===== src/rtl/hrd_pkg.sv =====
package hrd_pkg;

  localparam int LEN_BITS = 16;
  localparam int DECL_W = 16;
  localparam int HDR_LEN = 11;
  localparam int MATCH_W = $clog2(HDR_LEN + 1);
  localparam int QUEUE_DEPTH = 2;
  localparam int QPTR_W = (QUEUE_DEPTH > 1) ? $clog2(QUEUE_DEPTH) : 1;
  localparam int QCNT_W = $clog2(QUEUE_DEPTH + 1);

  localparam logic [7:0] CH_CR = 8'h0D;
  localparam logic [7:0] CH_LF = 8'h0A;
  localparam logic [7:0] CH_PLUS = 8'h2B;
  localparam logic [7:0] CH_ZERO = 8'h30;
  localparam logic [7:0] CH_NINE = 8'h39;

  localparam logic CMD_ARM = 1'b0;
  localparam logic CMD_BYTE = 1'b1;

  typedef enum logic [1:0] {
    PH_IDLE = 2'd0,
    PH_SEEK = 2'd1,
    PH_LEN  = 2'd2,
    PH_DATA = 2'd3
  } phase_t;

  typedef struct packed {
    logic       is_arm;
    logic       is_cr;
    logic       is_lf;
    logic       is_digit;
    logic [3:0] digit;
    logic [7:0] rx_byte;
  } q_entry_t;

  typedef struct packed {
    logic [7:0]        out_byte;
    logic              out_valid;
    logic              out_last;
    logic [DECL_W-1:0] declared_length;
    logic [1:0]        phase;
    logic              length_overflow;
  } result_t;

  function automatic logic [7:0] hdr_char(input logic [MATCH_W-1:0] idx);
    logic [7:0] c;
    unique case (idx)
      MATCH_W'(0):  c = 8'h2B;
      MATCH_W'(1):  c = 8'h48;
      MATCH_W'(2):  c = 8'h54;
      MATCH_W'(3):  c = 8'h54;
      MATCH_W'(4):  c = 8'h50;
      MATCH_W'(5):  c = 8'h52;
      MATCH_W'(6):  c = 8'h45;
      MATCH_W'(7):  c = 8'h41;
      MATCH_W'(8):  c = 8'h44;
      MATCH_W'(9):  c = 8'h3A;
      MATCH_W'(10): c = 8'h20;
      default:      c = 8'h2B;
    endcase
    return c;
  endfunction

endpackage


===== src/rtl/hrd_if.sv =====
interface hrd_in_if;
  logic       valid;
  logic       ready;
  logic       command;
  logic [7:0] rx_byte;

  modport source (output valid, output command, output rx_byte, input ready);
  modport sink (input valid, input command, input rx_byte, output ready);
endinterface

interface hrd_out_if;
  logic                      valid;
  logic                      ready;
  logic [7:0]                out_byte;
  logic                      out_valid;
  logic                      out_last;
  logic [hrd_pkg::DECL_W-1:0] declared_length;
  logic [1:0]                phase;
  logic                      length_overflow;

  modport source (output valid, output out_byte, output out_valid, output out_last,
                  output declared_length, output phase, output length_overflow,
                  input ready);
  modport sink (input valid, input out_byte, input out_valid, input out_last,
                input declared_length, input phase, input length_overflow,
                output ready);
endinterface


===== src/rtl/hrd_front.sv =====
module hrd_front (
  hrd_in_if.sink             in_ch,
  input  logic               q_full,
  output logic               push,
  output hrd_pkg::q_entry_t  push_entry
);

  assign in_ch.ready = !q_full;
  assign push = in_ch.valid && !q_full;

  always_comb begin
    push_entry.is_arm = (in_ch.command == hrd_pkg::CMD_ARM);
    push_entry.is_cr = (in_ch.rx_byte == hrd_pkg::CH_CR);
    push_entry.is_lf = (in_ch.rx_byte == hrd_pkg::CH_LF);
    push_entry.is_digit = (in_ch.rx_byte >= hrd_pkg::CH_ZERO) &&
                          (in_ch.rx_byte <= hrd_pkg::CH_NINE);
    push_entry.digit = in_ch.rx_byte[3:0];
    push_entry.rx_byte = in_ch.rx_byte;
  end

endmodule


===== src/rtl/hrd_queue.sv =====
module hrd_queue (
  input  logic               clk,
  input  logic               rst_n,
  input  logic               push,
  input  hrd_pkg::q_entry_t  push_entry,
  input  logic               pop,
  output logic               full,
  output logic               q_valid,
  output hrd_pkg::q_entry_t  q_entry
);

  hrd_pkg::q_entry_t              slot_r [hrd_pkg::QUEUE_DEPTH];
  logic [hrd_pkg::QPTR_W-1:0]     wr_ptr_r, wr_ptr_nxt;
  logic [hrd_pkg::QPTR_W-1:0]     rd_ptr_r, rd_ptr_nxt;
  logic [hrd_pkg::QCNT_W-1:0]     count_r, count_nxt;
  logic                           do_pop;

  assign full = (count_r == hrd_pkg::QCNT_W'(hrd_pkg::QUEUE_DEPTH));
  assign q_valid = (count_r != '0);
  assign q_entry = slot_r[rd_ptr_r];
  assign do_pop = pop && q_valid;

  always_comb begin
    wr_ptr_nxt = wr_ptr_r;
    rd_ptr_nxt = rd_ptr_r;
    count_nxt = count_r;
    if (push) begin
      wr_ptr_nxt = (wr_ptr_r == hrd_pkg::QPTR_W'(hrd_pkg::QUEUE_DEPTH - 1)) ?
                   '0 : wr_ptr_r + 1'b1;
    end
    if (do_pop) begin
      rd_ptr_nxt = (rd_ptr_r == hrd_pkg::QPTR_W'(hrd_pkg::QUEUE_DEPTH - 1)) ?
                   '0 : rd_ptr_r + 1'b1;
    end
    if (push && !do_pop) begin
      count_nxt = count_r + 1'b1;
    end else if (do_pop && !push) begin
      count_nxt = count_r - 1'b1;
    end
  end

  always_ff @(posedge clk) begin
    if (!rst_n) begin
      wr_ptr_r <= '0;
      rd_ptr_r <= '0;
      count_r <= '0;
    end else begin
      wr_ptr_r <= wr_ptr_nxt;
      rd_ptr_r <= rd_ptr_nxt;
      count_r <= count_nxt;
    end
  end

  always_ff @(posedge clk) begin
    if (push) begin
      slot_r[wr_ptr_r] <= push_entry;
    end
  end

  a_count_bound: assert property (@(posedge clk) disable iff (!rst_n)
    count_r <= hrd_pkg::QCNT_W'(hrd_pkg::QUEUE_DEPTH))
    else $error("queue count exceeds depth");

  a_no_push_full: assert property (@(posedge clk) disable iff (!rst_n)
    full |-> !push)
    else $error("push into full queue");

  a_ptr_gap: assert property (@(posedge clk) disable iff (!rst_n)
    (count_r == '0) |-> (wr_ptr_r == rd_ptr_r))
    else $error("queue pointers disagree with empty count");

endmodule


===== src/rtl/hrd_back.sv =====
module hrd_back (
  input  logic               clk,
  input  logic               rst_n,
  input  logic               q_valid,
  input  hrd_pkg::q_entry_t  q_entry,
  output logic               pop,
  hrd_out_if.source          out_ch
);

  localparam logic [hrd_pkg::LEN_BITS-1:0] LEN_MAX = '1;
  localparam int ACC_X_W = hrd_pkg::LEN_BITS + 4;

  hrd_pkg::phase_t                 phase_r, phase_nxt;
  logic [hrd_pkg::MATCH_W-1:0]     match_r, match_nxt;
  logic [hrd_pkg::LEN_BITS-1:0]    acc_r, acc_nxt;
  logic                            ended_r, ended_nxt;
  logic                            ovf_r, ovf_nxt;
  logic [hrd_pkg::LEN_BITS-1:0]    cnt_r, cnt_nxt;
  logic                            ovld_r;
  hrd_pkg::result_t                res_r, res_nxt;

  logic                            take;
  logic [hrd_pkg::MATCH_W-1:0]     idx;
  logic                            hdr_hit;
  logic                            hdr_done;
  logic [ACC_X_W-1:0]              acc_x10;
  logic [hrd_pkg::LEN_BITS-1:0]    cnt_inc;

  assign take = q_valid && (!ovld_r || out_ch.ready);
  assign pop = take;

  assign idx = (match_r < hrd_pkg::MATCH_W'(hrd_pkg::HDR_LEN)) ? match_r : '0;
  assign hdr_hit = (q_entry.rx_byte == hrd_pkg::hdr_char(idx));
  assign hdr_done = hdr_hit && (idx == hrd_pkg::MATCH_W'(hrd_pkg::HDR_LEN - 1));
  assign acc_x10 = ({4'b0, acc_r} << 3) + ({4'b0, acc_r} << 1) +
                   ACC_X_W'(q_entry.digit);
  assign cnt_inc = cnt_r + 1'b1;

  always_comb begin
    phase_nxt = phase_r;
    if (take) begin
      if (q_entry.is_arm) begin
        phase_nxt = hrd_pkg::PH_SEEK;
      end else begin
        unique case (phase_r)
          hrd_pkg::PH_IDLE: phase_nxt = hrd_pkg::PH_IDLE;
          hrd_pkg::PH_SEEK: begin
            if (hdr_done) phase_nxt = hrd_pkg::PH_LEN;
          end
          hrd_pkg::PH_LEN: begin
            if (q_entry.is_lf) begin
              phase_nxt = (acc_r == '0) ? hrd_pkg::PH_IDLE : hrd_pkg::PH_DATA;
            end
          end
          hrd_pkg::PH_DATA: begin
            if (cnt_inc == acc_r) phase_nxt = hrd_pkg::PH_IDLE;
          end
          default: phase_nxt = hrd_pkg::PH_IDLE;
        endcase
      end
    end
  end

  always_comb begin
    match_nxt = match_r;
    acc_nxt = acc_r;
    ended_nxt = ended_r;
    ovf_nxt = ovf_r;
    cnt_nxt = cnt_r;
    res_nxt.out_byte = 8'h00;
    res_nxt.out_valid = 1'b0;
    res_nxt.out_last = 1'b0;
    if (q_entry.is_arm) begin
      match_nxt = '0;
      acc_nxt = '0;
      ended_nxt = 1'b0;
      ovf_nxt = 1'b0;
      cnt_nxt = '0;
    end else begin
      unique case (phase_r)
        hrd_pkg::PH_IDLE: ;
        hrd_pkg::PH_SEEK: begin
          if (hdr_done) begin
            match_nxt = '0;
            acc_nxt = '0;
            ended_nxt = 1'b0;
            ovf_nxt = 1'b0;
          end else if (hdr_hit) begin
            match_nxt = idx + 1'b1;
          end else begin
            match_nxt = (q_entry.rx_byte == hrd_pkg::CH_PLUS) ?
                        hrd_pkg::MATCH_W'(1) : '0;
          end
        end
        hrd_pkg::PH_LEN: begin
          if (q_entry.is_cr) begin
            acc_nxt = acc_r;
          end else if (q_entry.is_lf) begin
            cnt_nxt = '0;
            res_nxt.out_last = (acc_r == '0);
          end else if (!ended_r) begin
            if (q_entry.is_digit) begin
              if (acc_x10 > ACC_X_W'(LEN_MAX)) begin
                acc_nxt = LEN_MAX;
                ovf_nxt = 1'b1;
              end else begin
                acc_nxt = acc_x10[hrd_pkg::LEN_BITS-1:0];
              end
            end else begin
              ended_nxt = 1'b1;
            end
          end
        end
        hrd_pkg::PH_DATA: begin
          res_nxt.out_byte = q_entry.rx_byte;
          res_nxt.out_valid = 1'b1;
          cnt_nxt = cnt_inc;
          res_nxt.out_last = (cnt_inc == acc_r);
        end
        default: ;
      endcase
    end
    res_nxt.declared_length = hrd_pkg::DECL_W'(acc_nxt);
    res_nxt.phase = phase_nxt;
    res_nxt.length_overflow = ovf_nxt;
  end

  always_ff @(posedge clk) begin
    if (!rst_n) begin
      phase_r <= hrd_pkg::PH_IDLE;
      match_r <= '0;
      acc_r <= '0;
      ended_r <= 1'b0;
      ovf_r <= 1'b0;
      cnt_r <= '0;
      ovld_r <= 1'b0;
    end else begin
      if (take) begin
        phase_r <= phase_nxt;
        match_r <= match_nxt;
        acc_r <= acc_nxt;
        ended_r <= ended_nxt;
        ovf_r <= ovf_nxt;
        cnt_r <= cnt_nxt;
        ovld_r <= 1'b1;
      end else if (out_ch.ready) begin
        ovld_r <= 1'b0;
      end
    end
  end

  always_ff @(posedge clk) begin
    if (take) begin
      res_r <= res_nxt;
    end
  end

  assign out_ch.valid = ovld_r;
  assign out_ch.out_byte = res_r.out_byte;
  assign out_ch.out_valid = res_r.out_valid;
  assign out_ch.out_last = res_r.out_last;
  assign out_ch.declared_length = res_r.declared_length;
  assign out_ch.phase = res_r.phase;
  assign out_ch.length_overflow = res_r.length_overflow;

  a_last_goes_idle: assert property (@(posedge clk) disable iff (!rst_n)
    (ovld_r && res_r.out_last) |-> (res_r.phase == 2'(hrd_pkg::PH_IDLE)))
    else $error("last item without return to idle");

  a_payload_phase: assert property (@(posedge clk) disable iff (!rst_n)
    (ovld_r && res_r.out_valid && !res_r.out_last) |->
    (res_r.phase == 2'(hrd_pkg::PH_DATA)))
    else $error("payload byte outside payload phase");

  a_data_nonzero: assert property (@(posedge clk) disable iff (!rst_n)
    (phase_r == hrd_pkg::PH_DATA) |-> (acc_r != '0))
    else $error("payload phase with zero length");

  a_match_bound: assert property (@(posedge clk) disable iff (!rst_n)
    match_r < hrd_pkg::MATCH_W'(hrd_pkg::HDR_LEN))
    else $error("header match position out of range");

endmodule


===== src/rtl/http_read_response_deframer_core.sv =====
// Channel   Direction  Payload
// in_ch     sink       command, rx_byte
// out_ch    source     out_byte, out_valid, out_last, declared_length, phase,
//                      length_overflow
//
// Every accepted item yields exactly one result item, through the queue and then the result register.
// The block sustains one item per cycle while out_ch is ready; the parse state update
// in the back end is the loop that sets this rate.
// A two-entry queue separates classification from execution, and a result register
// holds each finished result on out_ch; a new item is taken only when that register is empty or out_ch is ready.
// Reset (rst_n low at a clock edge) empties the queue and returns to idle discard.
module http_read_response_deframer_core (
  input  logic       clk,
  input  logic       rst_n,
  hrd_in_if.sink     in_ch,
  hrd_out_if.source  out_ch
);

  logic               q_full;
  logic               push;
  hrd_pkg::q_entry_t  push_entry;
  logic               pop;
  logic               q_valid;
  hrd_pkg::q_entry_t  q_entry;

  hrd_front u_front (
    .in_ch      (in_ch),
    .q_full     (q_full),
    .push       (push),
    .push_entry (push_entry)
  );

  hrd_queue u_queue (
    .clk        (clk),
    .rst_n      (rst_n),
    .push       (push),
    .push_entry (push_entry),
    .pop        (pop),
    .full       (q_full),
    .q_valid    (q_valid),
    .q_entry    (q_entry)
  );

  hrd_back u_back (
    .clk     (clk),
    .rst_n   (rst_n),
    .q_valid (q_valid),
    .q_entry (q_entry),
    .pop     (pop),
    .out_ch  (out_ch)
  );

endmodule


===== src/flat_wrapper.sv =====
// flat-port wrapper written by rule: the top's interface ports become plain ports
module http_read_response_deframer_core_flat 
  (clk, rst_n, in_ch_valid, in_ch_command, in_ch_rx_byte, in_ch_ready, out_ch_valid, out_ch_out_byte, out_ch_out_valid, out_ch_out_last, out_ch_declared_length, out_ch_phase, out_ch_length_overflow, out_ch_ready);
  hrd_in_if in_ch_i ();
  hrd_out_if out_ch_i ();
  input  logic clk;
  input  logic rst_n;
  input wire logic [$bits(in_ch_i.valid)-1:0] in_ch_valid;
  input wire logic [$bits(in_ch_i.command)-1:0] in_ch_command;
  input wire logic [$bits(in_ch_i.rx_byte)-1:0] in_ch_rx_byte;
  output wire logic [$bits(in_ch_i.ready)-1:0] in_ch_ready;
  output wire logic [$bits(out_ch_i.valid)-1:0] out_ch_valid;
  output wire logic [$bits(out_ch_i.out_byte)-1:0] out_ch_out_byte;
  output wire logic [$bits(out_ch_i.out_valid)-1:0] out_ch_out_valid;
  output wire logic [$bits(out_ch_i.out_last)-1:0] out_ch_out_last;
  output wire logic [$bits(out_ch_i.declared_length)-1:0] out_ch_declared_length;
  output wire logic [$bits(out_ch_i.phase)-1:0] out_ch_phase;
  output wire logic [$bits(out_ch_i.length_overflow)-1:0] out_ch_length_overflow;
  input wire logic [$bits(out_ch_i.ready)-1:0] out_ch_ready;
  assign in_ch_i.valid = in_ch_valid;
  assign in_ch_i.command = in_ch_command;
  assign in_ch_i.rx_byte = in_ch_rx_byte;
  assign in_ch_ready = in_ch_i.ready;
  assign out_ch_valid = out_ch_i.valid;
  assign out_ch_out_byte = out_ch_i.out_byte;
  assign out_ch_out_valid = out_ch_i.out_valid;
  assign out_ch_out_last = out_ch_i.out_last;
  assign out_ch_declared_length = out_ch_i.declared_length;
  assign out_ch_phase = out_ch_i.phase;
  assign out_ch_length_overflow = out_ch_i.length_overflow;
  assign out_ch_i.ready = out_ch_ready;
  http_read_response_deframer_core u_core (.clk(clk), .rst_n(rst_n), .in_ch(in_ch_i), .out_ch(out_ch_i));
endmodule

===== config.mk =====
export PLATFORM = sky130hd
export DESIGN_NAME = http_read_response_deframer_core_flat
export DESIGN_NICKNAME = d
export VERILOG_FILES = /design/src/rtl/hrd_pkg.sv /design/src/rtl/hrd_if.sv /design/src/rtl/hrd_front.sv /design/src/rtl/hrd_queue.sv /design/src/rtl/hrd_back.sv /design/src/rtl/http_read_response_deframer_core.sv /design/src/flat_wrapper.sv
export SDC_FILE = /design/constraint.sdc
export NUM_CORES = 1
export LEC_CHECK = 0
export ABC_AREA = 1
export BUFFER_PORTS_ARGS = -buffer_cell sky130_fd_sc_hd__buf_2
export CORE_ASPECT_RATIO = 1.5
export CORE_UTILIZATION = 49
export DETAILED_ROUTE_END_ITERATION = 12
export PLACE_DENSITY = 0.71
export SLEW_MARGIN = 20
export SYNTH_ARGS = -nofsm -noshare
export SYNTH_HDL_FRONTEND = slang
export SYNTH_SLANG_ARGS = --single-unit

===== constraint.sdc =====
create_clock -name clk -period 3.3 [get_ports clk]
set_clock_uncertainty 0.05 [all_clocks]
set_input_delay 0.495 -clock clk [delete_from_list [all_inputs] [get_ports clk]]
set_output_delay 0.495 -clock clk [all_outputs]
set_load 0.01 [all_outputs]

# Word-level counts from Yosys, hierarchy flattened
# Memory sizes are Yosys's and may differ from the RTL's. A register that Yosys moved wholly into a read port is not among the register bits.
# Index checks and enable logic that the tools add are counted.
dict set report op_classes {
  bitwise 2
  n_lt_le_gt_ge 4
  n_reduce_logical 24
  add_sub_neg 8
  eq_ne 14
  n_mux 53
}
# op count
set ops {}
lappend ops {{2-to-1 mux 16 bit} 10}
lappend ops {{one-hot mux 16 bit (2 select lines)} 2}
lappend ops {{2-to-1 mux 1 bit} 25}
lappend ops {{adder 19 x 17 -> 20 bit} 1}
lappend ops {{adder 20 x 4 -> 20 bit} 1}
lappend ops {{greater-than comparator 20 x 16 -> 1 bit (second input constant)} 1}
lappend ops {{2-to-1 mux 4 bit} 5}
lappend ops {{adder 16 x 1 -> 16 bit (second input constant)} 1}
lappend ops {{equality test 16 bit} 1}
lappend ops {{equality test 8 x 4 -> 1 bit (second input constant)} 2}
lappend ops {{logical NOT 16 bit} 1}
lappend ops {{2-to-1 mux 2 bit} 7}
lappend ops {{inequality test 3 x 2 -> 1 bit (second input constant)} 3}
lappend ops {{equality test 8 x 6 -> 1 bit (second input constant)} 1}
lappend ops {{equality test 8 bit} 1}
lappend ops {{greater-or-equal comparator 8 x 6 -> 1 bit (second input constant)} 1}
lappend ops {{less-or-equal comparator 8 x 6 -> 1 bit (second input constant)} 1}
lappend ops {{one-hot mux 2 bit (4 select lines)} 1}
lappend ops {{nonzero test 2 bit} 4}
lappend ops {{logical AND 1 bit} 7}
lappend ops {{equality test 2 bit (second input constant)} 3}
lappend ops {{one-hot mux 1 bit (2 select lines)} 3}
lappend ops {{nonzero test 3 bit} 2}
lappend ops {{AND reduction 5 bit} 1}
lappend ops {{15 further kinds} 20}
dict set report word_totals {
  input_bits 13
  romBits 112
  register_bits 74
  elab_cells 123
  ram_bits 32
  output_inout_bits 31
  memories 2
}
# memory words width read_ports rd_clocked_by_memory_dff wr line
set memory_table {}
lappend memory_table {{(name not given)} 16 7 1 0 0 hrd_pkg.sv:47} ;# unique case (idx)
lappend memory_table {u_core.u_queue.slot_r 2 16 1 1 1 hrd_queue.sv:12} ;# hrd_pkg::q_entry_t slot_r [hrd_pkg::QUEUE_DEPTH];

# Logic depth before layout (Yosys ltp)
dict set report logic_depth {
  depth_word 10
  ltp_mapped 23
  mapped_depth_nobuf 23
}

# By module
# From an unflattened synthesis, not the netlist that was laid out.
dict set report hier_totals {
  hier_cells 1067
  hier_area_um2 7588.5
}
# mod seq_area_each_um2 cells_each n_inst area_each_um2
set by_module_without_submodules {}
lappend by_module_without_submodules {hrd_back 1691.6 944 1 5954.5}
lappend by_module_without_submodules {hrd_queue 1061.0 86 1 1445.1}
lappend by_module_without_submodules {hrd_front 0.0 37 1 188.9}

# Worst setup path after synthesis
# No wires, ideal clock.
dict set report synth_path {
  path_kind {reg-to-reg}
  from {register (tool-made name)}
  to {register u_core.u_back.acc_r[15] (netlist bit)}
  path_slack_ns -0.002
  path_stages_with_launch 24
  period_less_slack_ns 3.302
  setup_ns 0.111
  t_arrival_ns 3.141
  required_ns 3.139
  n_path_buf 0
  path_cell_list {dfxtp_1 inv_2 or2_1 o21ai_2 inv_2 ha_1 ha_1 fa_1 nand2_1 nand3_1 nand3_1 nand2_1 nand3_1 nand2_1 nand2_1 nand2_1 nor2_1 nand2_2 inv_2 nand4_1 nand2_1 nand3_1 nand2_1 inv_1}
}
# item line
set synth_rtl {}
lappend synth_rtl {{to (signal assigned)} hrd_back.sv:141} ;# acc_r <= acc_nxt;
lappend synth_rtl {{to (decl)} hrd_back.sv:15} ;# logic [hrd_pkg::LEN_BITS-1:0] acc_r, acc_nxt;

==> results.txt <==
----------------------------------------------------
[STA]
  Hold Violations, Final ... 0
  Final count of pins violating max slew ... 0
  Relative slew slack ... 0.498
  Fmax ... 0.322 GHz
  Share of the clock period used by the worst path ... 0.942
  Shortest period the worst path allows ... 3110 ps
  Measured slew at the worst slew-check pin ... 753 ps
  Final number of setup-violating endpoints ... 0
  Worst Slack Setup Final ... 190 ps

[Power]
  Max VDD drop ... 0.583 mV
  Sequential Power Share ... 0.291
  Switch Pwr ... 3.38 mW
  Cell area power density ... 906 nW/um^2
  Fraction of power consumed by combinational cells ... 0.554
  Cell Int Power ... 3.68 mW
  Leakage power total ... 3.68 nW
  Proportion of total power due to net switching ... 0.479
  Clock network fraction of total power ... 0.155

[Drt]
  DRC marker count from the first detailed-route iteration ... 365
  Number of optimization iterations in the first detailed-route pass ... 9
  Aggregate routed wire length ... 18.3 mm
  DR vias/cell ... 5.43
  Routed length per placed instance ... 15.3 um
  Final antenna-violating net count ... 0
  Via Count ... 6504
  DRC violation count after routing ... 3

[Synth]
  Yosys warns ... 0
  Fraction of the mapped netlist area in compound gates ... 0.116
  Area of the mapped netlist ... 6820 um^2
  Seq/Total Area, Yosys ... 0.369
  Synth unique cells ... 45
  Count of flip-flops with a built-in enable after synthesis ... 53
  Number of synthesized register bits ... 99
  Area contributors post-synth ... edfxtp_1 23%, nand2_1 16%, dfxtp_1 14%
  Syn_area_per_cell ... 7.06 um^2
  Post-synthesis share of cell area spent on and, or, nand and nor gates ... 0.330
  Area fraction of the dominant cell type after synthesis ... 0.234
  Ys flop type ... edfxtp_1
  Ys async rst share ... 0
  Mapped Cells ... 965
  Xor and xnor fraction of the mapped netlist area ... 0.0103
  Multiplexer area fraction after synthesis ... 0.00147
  Main combinational cell family by area after synthesis ... simple AND/OR/NAND/NOR gates
  Synthesized Nets ... 1024
  Area leader, netlist ... edfxtp_1
  Arithmetic-cell share of the synthesized area counting full adders, half adders and majority gates ... 0.0867

[Clock network]
  Cts hold-fix bufs ... 0
  CTS tree ... built
  Number of clock sinks seen by CTS ... 99
  Maximum buffer depth of the clock tree ... 2
  Library cell used as clock root buffer ... clkbuf_16
  CTS H-tree depth ... 3
  Worst-skew pair later-pin latency ... 360 ps
  TritonCTS Buffers ... 9
  Clock-pin slew of the registers on the worst-case setup and hold paths ... 80 ps

[Final layout]
  FF/Latch Area ... 2520 um^2
  Most frequent standard cell in the layout excluding fill and tap cells ... nand2_1
  Area of the multi-input gates ... 3820 um^2
  Layout Utilization ... 0.575
  Growth of design area from synthesis to finish ... 14.2%
  Layout net count ... 1089
  Post-route insts no fill ... 1197
  Top library cells by usage in the layout, fill and taps aside ... 286 x nand2_1, 121 x inv_1, 87 x a21oi_1, 78 x nand3_1, 77 x nor2_1
  Filler cell count ... 1347
  Inserted Diodes ... 0
  Share of final-layout standard cells stronger than drive strength 1 ... 0.147

[Floorplan]
  Initial Utilization ... 0.504
  Cell row count ... 52
  Number of I/O pins ... 44
  Total die area ... 14400 um^2
  Area of the placeable core ... 13500 um^2
  Vertical die dimension ... 146 um
  Horizontal die dimension ... 98.3 um

[Global routing]
  GRT Max-Usage Layer ... met2
  GRT met1 Usage ... 0.278
  Overall fraction of global-route tracks in use ... 0.258
  Total overflow reported by the global router ... 0
  Number of antenna violations at the first check in global routing ... 0
  Met2 track demand over resource ... 0.482
  Vias in the first global route ... 6046
  Maximum number of pins on one net before global-route repair ... 47
  Global-route wire length before repair ... 29.1 mm
  Grt met3 use ... 0.0321

[Setup path]
  WP data required ... 3360 ps
  Launching instance or port of the critical path ... u_core.u_queue.slot_r[1][11]$_DFFE_PP_
  Critical R2R Launch ... u_core.u_queue.slot_r[1][11]$_DFFE_PP_
  Critical path endpoint category ... flop
  Startpoint type of the worst setup path ... flop
  Setup Crit Path Kind ... reg -> reg
  Arrival time of the worst setup path ... 3170 ps
  Crit-path max FO ... 4

[Hold path]
  Path type of the worst min-delay path ... in -> reg
  Hold path startpoint ... in_ch_rx_byte[6]

[Place]
  Setup slack at placement ... -99.6 ps
  Final weighted congestion in routability-driven placement ... 0.952
  Number of placed instances, taps included ... 1180
  # port buffers ... 43
  Detail Placement HPWL ... 14.1 mm

[Outcome]
  Run status ... finished with violations
  Failing checks ... DRC

[Job]
  Max-capacitance violation count ... 0

----------------------------------------------------
-- repair_timing --
action | in CTS | in global routing
resized for setup | 6 | 25
setup buffers | 0 | 1
pin swaps | 0 | 10
endpoints found under the setup margin | 28 | 34
-- worst max-delay path, cell delays in order (launching register included) --
cell,delay [ps]
edfxtp_1,380
inv_1,70
nand2_1,60
o21ai_2,80
inv_2,60
fa_2,580
ha_1,240
nand3_1,100
nand3_2,120
nand2_2,100
nand2_4,70
nand2_2,80
nand2_1,50
nand2_1,70
nand2_2,80
nor2_4,180
buf_4,130
nand3_1,80
nand2_1,70
nand2_1,60
nand2_1,80
nand2_1,60
-- routing by layer --
layer	vias up	wire [um]
met4	0	966
li1	3286	-
met1	2977	7040
met3	60	630
met5	-	0
met2	181	9640
-- worst paths after layout --
kind	end	slack, ps	cells past startpoint
worst max-delay path	u_core.u_back.out_ch.declared_length[13]$_DFFE_PP_	190	21
worst min-delay path	u_core.u_queue.slot_r[1][6]$_DFFE_PP_	300	1
worst max register to register	u_core.u_back.out_ch.declared_length[13]$_DFFE_PP_	190	21
worst min register to register	flop	410	1
-- flip-flops by register name (all words and copies together), names as in the netlist, 2 cells and up, named ones only --
name                                  cells
u_core.u_queue.slot_r                    24
u_core.u_back.acc_r                      16
u_core.u_back.cnt_r                      16
u_core.u_back.out_ch.declared_length     16
u_core.u_back.out_ch.out_byte             8
u_core.u_back.match_r                     4
u_core.u_back.out_ch.phase                2
u_core.u_back.phase_r                     2
u_core.u_queue.count_r                    2
-- cell type report --
class	instances	share of cell area
clock buffers	9	0.0289
multi-input cells	716	0.491
well taps	162	0.0260
inverters	134	0.0649
clock inverters	7	0.0111
flip-flops and latches	99	0.323
repair buffers	70	0.0546
-- power by group through the flow --
stage                     Sequential, mW  Combinational, mW  Clock [mW]
final                               2.06               3.91        1.09
after global routing                2.09               4.34        1.15
after CTS                           2.04               3.76        1.11
after detailed placement            2.06               3.69           0
after global placement              2.06               3.65           0
after floorplan                     2.09               2.46           0
-- cell usage after synthesis (all sizes together), types with 2 or more instances --
cell,n
nor2,85
inv,133
nand3,86
a21o,2
o21bai,2
buf,7
nor4,3
nand2,308
fa,2
dfxtp,46
nor3,3
o21ai,49
edfxtp,53
xnor2,4
or2,4
clkbuf,9
a21oi,88
ha,44
and2,3
nand4,20
xor2,4
-- cell families (layout without fill, tap and decap cells) --
group | after synthesis | after routing
AND/OR/NAND/NOR | 515 | 515
buffers and inverters | 150 | 220
AO/OA/AOI/OAI | 146 | 146
flip-flops | 99 | 99
adder cells (fa/ha/maj) | 46 | 46
XOR/XNOR | 8 | 8
multiplexers | 1 | 1
-- stage by stage --
step | total power, mW | TNS, ps | cell area [um^2] | hold WS, ps
after floorplan | 4.55 | 0 | 6820 | 375
after global placement | 5.71 | 0 | 7350 | 385
after detailed placement | 5.75 | -899 | 7350 | 405
after CTS | 6.91 | 0 | 7680 | 292
after global routing | 7.57 | -138 | 7780 | 299
final | 7.05 | 0 | 7780 | 299
Power figures use the tool's default switching activity.
